**src/trsr_pkg.sv**
```systemverilog
// ----------------------------------------------------------------------------
// trsr_pkg: shared types and constants for the trim-and-respond setpoint reset
// Holds the action codes, configuration register indexes and reset values.
// ----------------------------------------------------------------------------
package trsr_pkg;

  localparam int unsigned SP_W      = 16;
  localparam int unsigned REQ_W     = 8;
  localparam int unsigned SEC_W     = 16;
  localparam int unsigned TIMER_W   = 32;
  localparam int unsigned CFG_IDX_W = 3;
  localparam int unsigned CFG_DAT_W = 16;

  typedef logic signed [SP_W-1:0] setpoint_t;

  typedef enum logic [2:0] {
    ACT_RESET   = 3'd0,
    ACT_STARTUP = 3'd1,
    ACT_WAIT    = 3'd2,
    ACT_TRIM    = 3'd3,
    ACT_RESPOND = 3'd4
  } action_t;

  typedef enum logic [CFG_IDX_W-1:0] {
    REG_INITIAL_SETPOINT = 3'd0,
    REG_SETPOINT_FLOOR   = 3'd1,
    REG_SETPOINT_CEILING = 3'd2,
    REG_CADENCE_SECONDS  = 3'd3,
    REG_IGNORED_REQUESTS = 3'd4,
    REG_TRIM_STEP        = 3'd5,
    REG_RESPOND_GAIN     = 3'd6,
    REG_RESPOND_LIMIT    = 3'd7
  } cfg_reg_t;

  localparam setpoint_t         RST_INITIAL_SETPOINT = 16'sd1000;
  localparam setpoint_t         RST_SETPOINT_FLOOR   = 16'sd150;
  localparam setpoint_t         RST_SETPOINT_CEILING = 16'sd1500;
  localparam logic [SEC_W-1:0]  RST_CADENCE_SECONDS  = 16'd120;
  localparam logic [REQ_W-1:0]  RST_IGNORED_REQUESTS = 8'd2;
  localparam setpoint_t         RST_TRIM_STEP        = -16'sd50;
  localparam setpoint_t         RST_RESPOND_GAIN     = 16'sd60;
  localparam setpoint_t         RST_RESPOND_LIMIT    = 16'sd150;

endpackage

```
**src/trsr_if.sv**
```systemverilog
// ----------------------------------------------------------------------------
// trsr_if: valid/ready channels for the setpoint reset block
// Tick words in, setpoint result words out.
// ----------------------------------------------------------------------------
interface trsr_in_if;
  logic                            valid;
  logic                            ready;
  logic                            fan_running;
  logic [trsr_pkg::REQ_W-1:0]      request_count;
  logic [trsr_pkg::SEC_W-1:0]      elapsed_seconds;

  modport source (output valid, fan_running, request_count, elapsed_seconds,
                  input ready);
  modport sink   (input valid, fan_running, request_count, elapsed_seconds,
                  output ready);
endinterface

interface trsr_out_if;
  logic                            valid;
  logic                            ready;
  logic signed [trsr_pkg::SP_W-1:0] setpoint_out;
  logic [2:0]                      action_taken;

  modport source (output valid, setpoint_out, action_taken, input ready);
  modport sink   (input valid, setpoint_out, action_taken, output ready);
endinterface

```
**src/trim_respond_setpoint_reset_top.sv**
```systemverilog
// The result word of an accepted tick word is loaded into the result register as the word is accepted.
// Throughput: one tick word per cycle while the result is read out; the single result register sets this rate.
// The input is taken whenever the result register is empty or is being read out.
// Reset (rst_n low, synchronous): registers return to their defaults, the
// setpoint and both timers clear, the fan history reads off, no result is held.
// ----------------------------------------------------------------------------
// trim_respond_setpoint_reset_top: trim-and-respond setpoint reset
// Tracks fan edges, a startup timer and a cadence timer, and per control tick
// resets, holds or waits, or trims or responds the setpoint, clamped to the configured bounds.
// ----------------------------------------------------------------------------
module trim_respond_setpoint_reset_top #(
  parameter int unsigned STARTUP_DELAY_SECONDS = 600
) (
  input  logic                               clk,
  input  logic                               rst_n,
  input  logic                               cfg_we,
  input  logic [trsr_pkg::CFG_IDX_W-1:0]     cfg_addr,
  input  logic [trsr_pkg::CFG_DAT_W-1:0]     cfg_wdata,
  trsr_in_if.sink                            in_ch,
  trsr_out_if.source                         out_ch
);

  localparam int unsigned TW = trsr_pkg::TIMER_W;
  localparam logic [TW-1:0] STARTUP_LIMIT = TW'(STARTUP_DELAY_SECONDS);

  // Configuration registers
  trsr_pkg::setpoint_t              initial_setpoint_r;
  trsr_pkg::setpoint_t              setpoint_floor_r;
  trsr_pkg::setpoint_t              setpoint_ceiling_r;
  logic [trsr_pkg::SEC_W-1:0]       cadence_seconds_r;
  logic [trsr_pkg::REQ_W-1:0]       ignored_requests_r;
  trsr_pkg::setpoint_t              trim_step_r;
  trsr_pkg::setpoint_t              respond_gain_r;
  trsr_pkg::setpoint_t              respond_limit_r;

  // Loop state
  trsr_pkg::setpoint_t              setpoint_r, setpoint_nxt;
  logic [TW-1:0]                    startup_timer_r, startup_timer_nxt;
  logic [TW-1:0]                    cadence_timer_r, cadence_timer_nxt;
  logic                             fan_was_on_r, fan_was_on_nxt;

  // Result register
  logic                             out_valid_r;
  trsr_pkg::setpoint_t              out_setpoint_r;
  trsr_pkg::action_t                out_action_r, action_nxt;

  logic                             accept;

  // Datapath intermediates
  logic [TW:0]                      startup_sum, cadence_sum;
  logic [TW-1:0]                    startup_sat, cadence_sat;
  logic                             do_trim;
  logic [trsr_pkg::REQ_W-1:0]       excess;
  logic signed [24:0]               amount;
  logic signed [24:0]               amount_lim;
  logic signed [25:0]               step;
  logic signed [25:0]               candidate;
  trsr_pkg::setpoint_t              clamped;

  // Take a new word whenever the result slot frees up this cycle.
  assign accept       = in_ch.valid && in_ch.ready;
  assign in_ch.ready  = !out_valid_r || out_ch.ready;

  assign out_ch.valid        = out_valid_r;
  assign out_ch.setpoint_out = out_setpoint_r;
  assign out_ch.action_taken = out_action_r;

  // Saturating timer advance by the elapsed seconds of this tick.
  assign startup_sum = {1'b0, startup_timer_r} + (TW+1)'(in_ch.elapsed_seconds);
  assign cadence_sum = {1'b0, cadence_timer_r} + (TW+1)'(in_ch.elapsed_seconds);
  assign startup_sat = startup_sum[TW] ? '1 : startup_sum[TW-1:0];
  assign cadence_sat = cadence_sum[TW] ? '1 : cadence_sum[TW-1:0];

  // Trim when requests are at or below the ignore level, else respond with
  // the gain times the excess, limited in the direction of the gain sign.
  assign do_trim = in_ch.request_count <= ignored_requests_r;
  assign excess  = in_ch.request_count - ignored_requests_r;
  assign amount  = 25'(respond_gain_r) * 25'($signed({1'b0, excess}));

  always_comb begin
    if (respond_gain_r > 16'sd0) begin
      amount_lim = (amount > 25'(respond_limit_r)) ? 25'(respond_limit_r) : amount;
    end else begin
      amount_lim = (amount < 25'(respond_limit_r)) ? 25'(respond_limit_r) : amount;
    end
  end

  assign step      = do_trim ? 26'(trim_step_r) : 26'(amount_lim);
  assign candidate = 26'(setpoint_r) + step;

  // The floor is checked first: when the two cross, a candidate below the floor gets the floor, any other the ceiling.
  always_comb begin
    if (candidate < 26'(setpoint_floor_r)) begin
      clamped = setpoint_floor_r;
    end else if (candidate > 26'(setpoint_ceiling_r)) begin
      clamped = setpoint_ceiling_r;
    end else begin
      clamped = candidate[trsr_pkg::SP_W-1:0];
    end
  end

  // Tick decision: fan-off or fan-on-edge reset, startup hold, cadence wait, or act.
  always_comb begin
    setpoint_nxt      = setpoint_r;
    startup_timer_nxt = startup_timer_r;
    cadence_timer_nxt = cadence_timer_r;
    fan_was_on_nxt    = fan_was_on_r;
    action_nxt        = trsr_pkg::ACT_RESET;
    if (!in_ch.fan_running || !fan_was_on_r) begin
      fan_was_on_nxt    = in_ch.fan_running;
      setpoint_nxt      = initial_setpoint_r;
      startup_timer_nxt = '0;
      cadence_timer_nxt = '0;
      action_nxt        = trsr_pkg::ACT_RESET;
    end else begin
      startup_timer_nxt = startup_sat;
      if (startup_sat < STARTUP_LIMIT) begin
        setpoint_nxt = initial_setpoint_r;
        action_nxt   = trsr_pkg::ACT_STARTUP;
      end else begin
        cadence_timer_nxt = cadence_sat;
        if (cadence_sat < TW'(cadence_seconds_r)) begin
          action_nxt = trsr_pkg::ACT_WAIT;
        end else begin
          cadence_timer_nxt = '0;
          setpoint_nxt      = clamped;
          action_nxt        = do_trim ? trsr_pkg::ACT_TRIM : trsr_pkg::ACT_RESPOND;
        end
      end
    end
  end

  // Configuration writes.
  always_ff @(posedge clk) begin
    if (!rst_n) begin
      initial_setpoint_r <= trsr_pkg::RST_INITIAL_SETPOINT;
      setpoint_floor_r   <= trsr_pkg::RST_SETPOINT_FLOOR;
      setpoint_ceiling_r <= trsr_pkg::RST_SETPOINT_CEILING;
      cadence_seconds_r  <= trsr_pkg::RST_CADENCE_SECONDS;
      ignored_requests_r <= trsr_pkg::RST_IGNORED_REQUESTS;
      trim_step_r        <= trsr_pkg::RST_TRIM_STEP;
      respond_gain_r     <= trsr_pkg::RST_RESPOND_GAIN;
      respond_limit_r    <= trsr_pkg::RST_RESPOND_LIMIT;
    end else if (cfg_we) begin
      unique case (trsr_pkg::cfg_reg_t'(cfg_addr))
        trsr_pkg::REG_INITIAL_SETPOINT: initial_setpoint_r <= cfg_wdata;
        trsr_pkg::REG_SETPOINT_FLOOR:   setpoint_floor_r   <= cfg_wdata;
        trsr_pkg::REG_SETPOINT_CEILING: setpoint_ceiling_r <= cfg_wdata;
        trsr_pkg::REG_CADENCE_SECONDS:  cadence_seconds_r  <= cfg_wdata;
        trsr_pkg::REG_IGNORED_REQUESTS: ignored_requests_r <= cfg_wdata[trsr_pkg::REQ_W-1:0];
        trsr_pkg::REG_TRIM_STEP:        trim_step_r        <= cfg_wdata;
        trsr_pkg::REG_RESPOND_GAIN:     respond_gain_r     <= cfg_wdata;
        trsr_pkg::REG_RESPOND_LIMIT:    respond_limit_r    <= cfg_wdata;
        default: ;
      endcase
    end
  end

  // Loop state: advance only on an accepted tick.
  always_ff @(posedge clk) begin
    if (!rst_n) begin
      setpoint_r      <= '0;
      startup_timer_r <= '0;
      cadence_timer_r <= '0;
      fan_was_on_r    <= 1'b0;
    end else if (accept) begin
      setpoint_r      <= setpoint_nxt;
      startup_timer_r <= startup_timer_nxt;
      cadence_timer_r <= cadence_timer_nxt;
      fan_was_on_r    <= fan_was_on_nxt;
    end
  end

  // Result slot: load on accept, drop once taken.
  always_ff @(posedge clk) begin
    if (!rst_n) begin
      out_valid_r <= 1'b0;
    end else if (accept) begin
      out_valid_r <= 1'b1;
    end else if (out_ch.ready) begin
      out_valid_r <= 1'b0;
    end
  end

  always_ff @(posedge clk) begin
    if (accept) begin
      out_setpoint_r <= setpoint_nxt;
      out_action_r   <= action_nxt;
    end
  end

endmodule
```
**src/flat_wrapper.sv**
```systemverilog
// flat-port wrapper written by rule: the top's interface ports become plain ports
module trim_respond_setpoint_reset_top_flat 
#(
  parameter int unsigned STARTUP_DELAY_SECONDS = 600
)
  (clk, rst_n, cfg_we, cfg_addr, cfg_wdata, in_ch_valid, in_ch_fan_running, in_ch_request_count, in_ch_elapsed_seconds, in_ch_ready, out_ch_valid, out_ch_setpoint_out, out_ch_action_taken, out_ch_ready);
  trsr_in_if in_ch_i ();
  trsr_out_if out_ch_i ();
  input  logic clk;
  input  logic rst_n;
  input  logic cfg_we;
  input  logic [trsr_pkg::CFG_IDX_W-1:0] cfg_addr;
  input  logic [trsr_pkg::CFG_DAT_W-1:0] cfg_wdata;
  input wire logic [$bits(in_ch_i.valid)-1:0] in_ch_valid;
  input wire logic [$bits(in_ch_i.fan_running)-1:0] in_ch_fan_running;
  input wire logic [$bits(in_ch_i.request_count)-1:0] in_ch_request_count;
  input wire logic [$bits(in_ch_i.elapsed_seconds)-1:0] in_ch_elapsed_seconds;
  output wire logic [$bits(in_ch_i.ready)-1:0] in_ch_ready;
  output wire logic [$bits(out_ch_i.valid)-1:0] out_ch_valid;
  output wire logic [$bits(out_ch_i.setpoint_out)-1:0] out_ch_setpoint_out;
  output wire logic [$bits(out_ch_i.action_taken)-1:0] out_ch_action_taken;
  input wire logic [$bits(out_ch_i.ready)-1:0] out_ch_ready;
  assign in_ch_i.valid = in_ch_valid;
  assign in_ch_i.fan_running = in_ch_fan_running;
  assign in_ch_i.request_count = in_ch_request_count;
  assign in_ch_i.elapsed_seconds = in_ch_elapsed_seconds;
  assign in_ch_ready = in_ch_i.ready;
  assign out_ch_valid = out_ch_i.valid;
  assign out_ch_setpoint_out = out_ch_i.setpoint_out;
  assign out_ch_action_taken = out_ch_i.action_taken;
  assign out_ch_i.ready = out_ch_ready;
  trim_respond_setpoint_reset_top #(.STARTUP_DELAY_SECONDS(STARTUP_DELAY_SECONDS)) u_core (.clk(clk), .rst_n(rst_n), .cfg_we(cfg_we), .cfg_addr(cfg_addr), .cfg_wdata(cfg_wdata), .in_ch(in_ch_i), .out_ch(out_ch_i));
endmodule
```
**config.mk**
```make
export PLATFORM = sky130hd
export DESIGN_NAME = trim_respond_setpoint_reset_top_flat
export DESIGN_NICKNAME = d
export VERILOG_FILES = /design/src/trsr_pkg.sv /design/src/trsr_if.sv /design/src/trim_respond_setpoint_reset_top.sv /design/src/flat_wrapper.sv
export SDC_FILE = /design/constraint.sdc
export NUM_CORES = 1
export LEC_CHECK = 0
export BUFFER_PORTS_ARGS = -buffer_cell sky130_fd_sc_hd__buf_4
export CORE_ASPECT_RATIO = 1.2
export CORE_MARGIN = 4
export CORE_UTILIZATION = 35
export DETAILED_ROUTE_END_ITERATION = 8
export HOLD_SLACK_MARGIN = 0.08
export PLACE_DENSITY = 0.59
export SLEW_MARGIN = 20
export SYNTH_ARGS = -nofsm -noshare
export SYNTH_HDL_FRONTEND = slang
export SYNTH_SLANG_ARGS = --single-unit
```
**constraint.sdc**
```tcl
create_clock -name clk -period 31.8 [get_ports clk]
set_input_delay 3.18 -clock clk [delete_from_list [all_inputs] [get_ports clk]]
set_output_delay 3.18 -clock clk [all_outputs]
set_load 0.05 [all_outputs]
```
==> impl_metrics.yaml <==
synth:
  synth_xor_area_frac: 0.0341
  synthesis.area_um2: 20300
  synthMuxAreaShare: 0.0300
  syn_inst: 2602
  synth_compound_area_frac: 0.190
  synth_top_area_share: 0.199
  synthTopCellsByArea: "dfxtp_1 (20%), ha_1 (13%), fa_1 (10%), nand2_1 (8.2%), a21oi_1 (5.4%)"
  ys_ff_latch: 221
  yosysWarnings: 0
  synth_simple_gate_area_frac: 0.212
  avgSynthCellArea_um2: 7.80
  synth_nets: 2964
  synthAdderAreaFrac: 0.232
  synth_edf_count: 19
  synth_top_family_by_area: "adder cells"
  synth_ff_type: "dfxtp_1"
  synth_largest_area_cell: "dfxtp_1"
  async_flop_share: 0
  ys_types: 79
  yosysSeqAreaShare: 0.227
layout:
  final_util: 0.391
  final_common_cell: "nand2_1"
  final_cells: 3354
  area_growth_pct: 10.4
  final_layout_size_suffix_gt1_frac: 0.0737
  nNetsFinal: 2959
  layout_common_cells: "nand2_1 (444), inv_1 (266), a21oi_1 (218)"
setup_path:
  critPathLaunchType: "input pin"
  cp_max_fo: 16
  critPathRequiredTime_ps: 32110
  cpPeakStageDelay_ps: 610
  path_class: "in2reg"
  critPathArrivalTime_ps: 17590
  reg2regPathDepth: 57
  worstSetupEndpointType: "register"
  r2r_setup_slack_ps: 16870
  critPathSlowestCell: "o32ai_1"
  rr_endpoint: "u_core.out_ch.setpoint_out[11]"
  r2r-start: "u_core.ignored_requests_r[1]"
floorplanning:
  boundaryPins: 70
  die_h_um: 272
  initial_utilization: 0.354
  dieArea_um2: 61900
  coreArea_um2: 57300
  chipWidth_um: 228
  rows: 96
sta:
  final.min_clock_period_ps: 17280
  fmaxAchievable_mhz: 57.9
  fin_crit_sh: 0.543
  worstMarginPinSlew_ps: 1090
  rsz0062_at_grt: "false"
  final.setup.tns_ps: 0
  fin_worst_skew_ps: 23.0
  finalSetupViolCount: 0
  finalHoldViolCount: 0
  slew-limit-headroom: 0.273
  slew_viol_final: 0
worst_hold_path:
  min_to: "u_core.setpoint_floor_r[14]"
  hold_class: "reg2reg"
  hp-start: "u_core.setpoint_floor_r[14]"
  min_path_cells: 2
clock_tree:
  h-tree-depth: 1
  cts_num_sinks: 221
  cts_hold_buf: 0
  cts_max_path_buffers: 3
  cts_resized: 0
  post-cts-setup-buffer-count: 0
  path_clk_slew_ps: 60
  insertion_delay_ps: 580
  numCtsBuffers: 27
  cts-root-buf: "clkbuf_16"
  cts_tree: "built"
drt:
  vias: 18400
  drtAntennaViolNets: 0
  drt_wl_total_um: 62600
  drtIter0Drc: 1404
  post-route-drc-count: 0
  routedWlPerCell_um: 18.7
  dr.pass1.iters: 6
  vias_per_cell: 5.49
placed_design:
  port-buffer-count: 69
  dp_hpwl_um: 46800
  post-place-cells: 3303
  gp_congestion: 0.937
pwr:
  p_total_mw: 1.43
  vdd_ir_drop_max_mv: 0.0499
  leakage_nw: 9.80
  power.density_nw_per_um2: 63.9
job:
  drv_cap: 0
global_route:
  grt_pass1_wl_um: 98900
  antenna_found_initial: 1
  first_global_vias: 18200
  grt_max_degree: 76
  track_usage: 0.194
  gr-total-overflow: 0
run_status:
  status: "completed"
how the worst max path moves through the flow:
stage / startpoint / to / cells past startpoint
after detailed placement: in_ch_request_count[1] / u_core.out_ch.setpoint_out[11] / 57
after floorplan: in_ch_request_count[1] / u_core.out_ch.setpoint_out[10] / 59
after global placement: in_ch_request_count[1] / u_core.out_ch.setpoint_out[11] / 57
final: in_ch_request_count[1] / u_core.out_ch.setpoint_out[11] / 57
after global routing: in_ch_request_count[1] / u_core.out_ch.setpoint_out[11] / 57
after CTS: in_ch_request_count[1] / u_core.out_ch.setpoint_out[11] / 57
power breakdown:
part	internal, mW	total (mW)	switching [mW]
clock network	0.197	0.334	0.137
registers	0.289	0.296	0.00746
logic	0.324	0.802	0.478
logic make-up (layout without fill, tap and decap cells):
logic type      after synthesis  after routing
simple gates                925            925
mux                          60             60
buf+inv                     394            410
fa+ha+maj                   313            313
xor+xnor                     79             79
compound gates              610            610
other cells                   0              1
flops                       221            221
per-layer routing:
metal,vias to the layer above,GRT usage,wire length [µm]
li1,8894,-,-
met5,-,0,0
met3,97,0.0233,3350
met4,0,0.0559,1790
met2,556,0.344,30300
met1,8880,0.250,27100
flip-flops by register name (all words and copies together), names as in the netlist:
| register | cells |
|---|---|
| u_core.cadence_timer_r | 32 |
| u_core.startup_timer_r | 32 |
| u_core.cadence_seconds_r | 16 |
| u_core.initial_setpoint_r | 16 |
| u_core.out_ch.setpoint_out | 16 |
| u_core.respond_gain_r | 16 |
| u_core.respond_limit_r | 16 |
| u_core.setpoint_ceiling_r | 16 |
| u_core.setpoint_floor_r | 16 |
| u_core.setpoint_r | 16 |
| u_core.trim_step_r | 16 |
| u_core.ignored_requests_r | 8 |
| u_core.out_ch.action_taken | 3 |
| u_core.fan_was_on_r | 1 |
| u_core.out_ch.valid | 1 |
through the flow:
| stage | hold WS, ps | setup WS [ps] | instance area (µm²) |
|---|---|---|---|
| after floorplan | 429 | 15620 | 20300 |
| after global placement | 438 | 14110 | 21400 |
| after detailed placement | 446 | 13830 | 21400 |
| after CTS | 455 | 14350 | 22400 |
| after global routing | 478 | 13660 | 22400 |
| final | 453 | 14520 | 22400 |
cells in the mapped netlist (19+ instances only):
cell and number:
nand2_1 445, inv_1 267, a21oi_1 218, ha_1 207
dfxtp_1 202, nor2_1 129, o21ai_0 124, fa_1 106
clkbuf_1 95, and2_1 93, mux2i_1 53, nand3_1 51
xnor2_1 49, o211ai_1 44, a21o_1 43, nand4_1 42
nand2b_1 36, nor3_1 35, xor2_1 30, nor2b_1 29
a211oi_1 26, edfxtp_1 19, o21a_1 19
area by class of cell:
class | count | area [µm²]
sequential | 221 | 4610
fill | 5843 | 34900
inverter | 268 | 1010
antenna | 1 | 2.50
clock inverter | 19 | 226
multi-input combinational | 1987 | 14200
clock buffer | 31 | 722
timing repair buffer | 92 | 691
tap | 735 | 920
critical path, delay by kind of cell:
kind / cells / cell delay, ps
fa+ha+maj: 10 / 4020
mux: 6 / 1580
xor+xnor: 3 / 980
simple gates: 12 / 1790
compound gates: 21 / 5420
buf+inv: 5 / 600
Note: power is estimated with default switching activity, not from simulation.
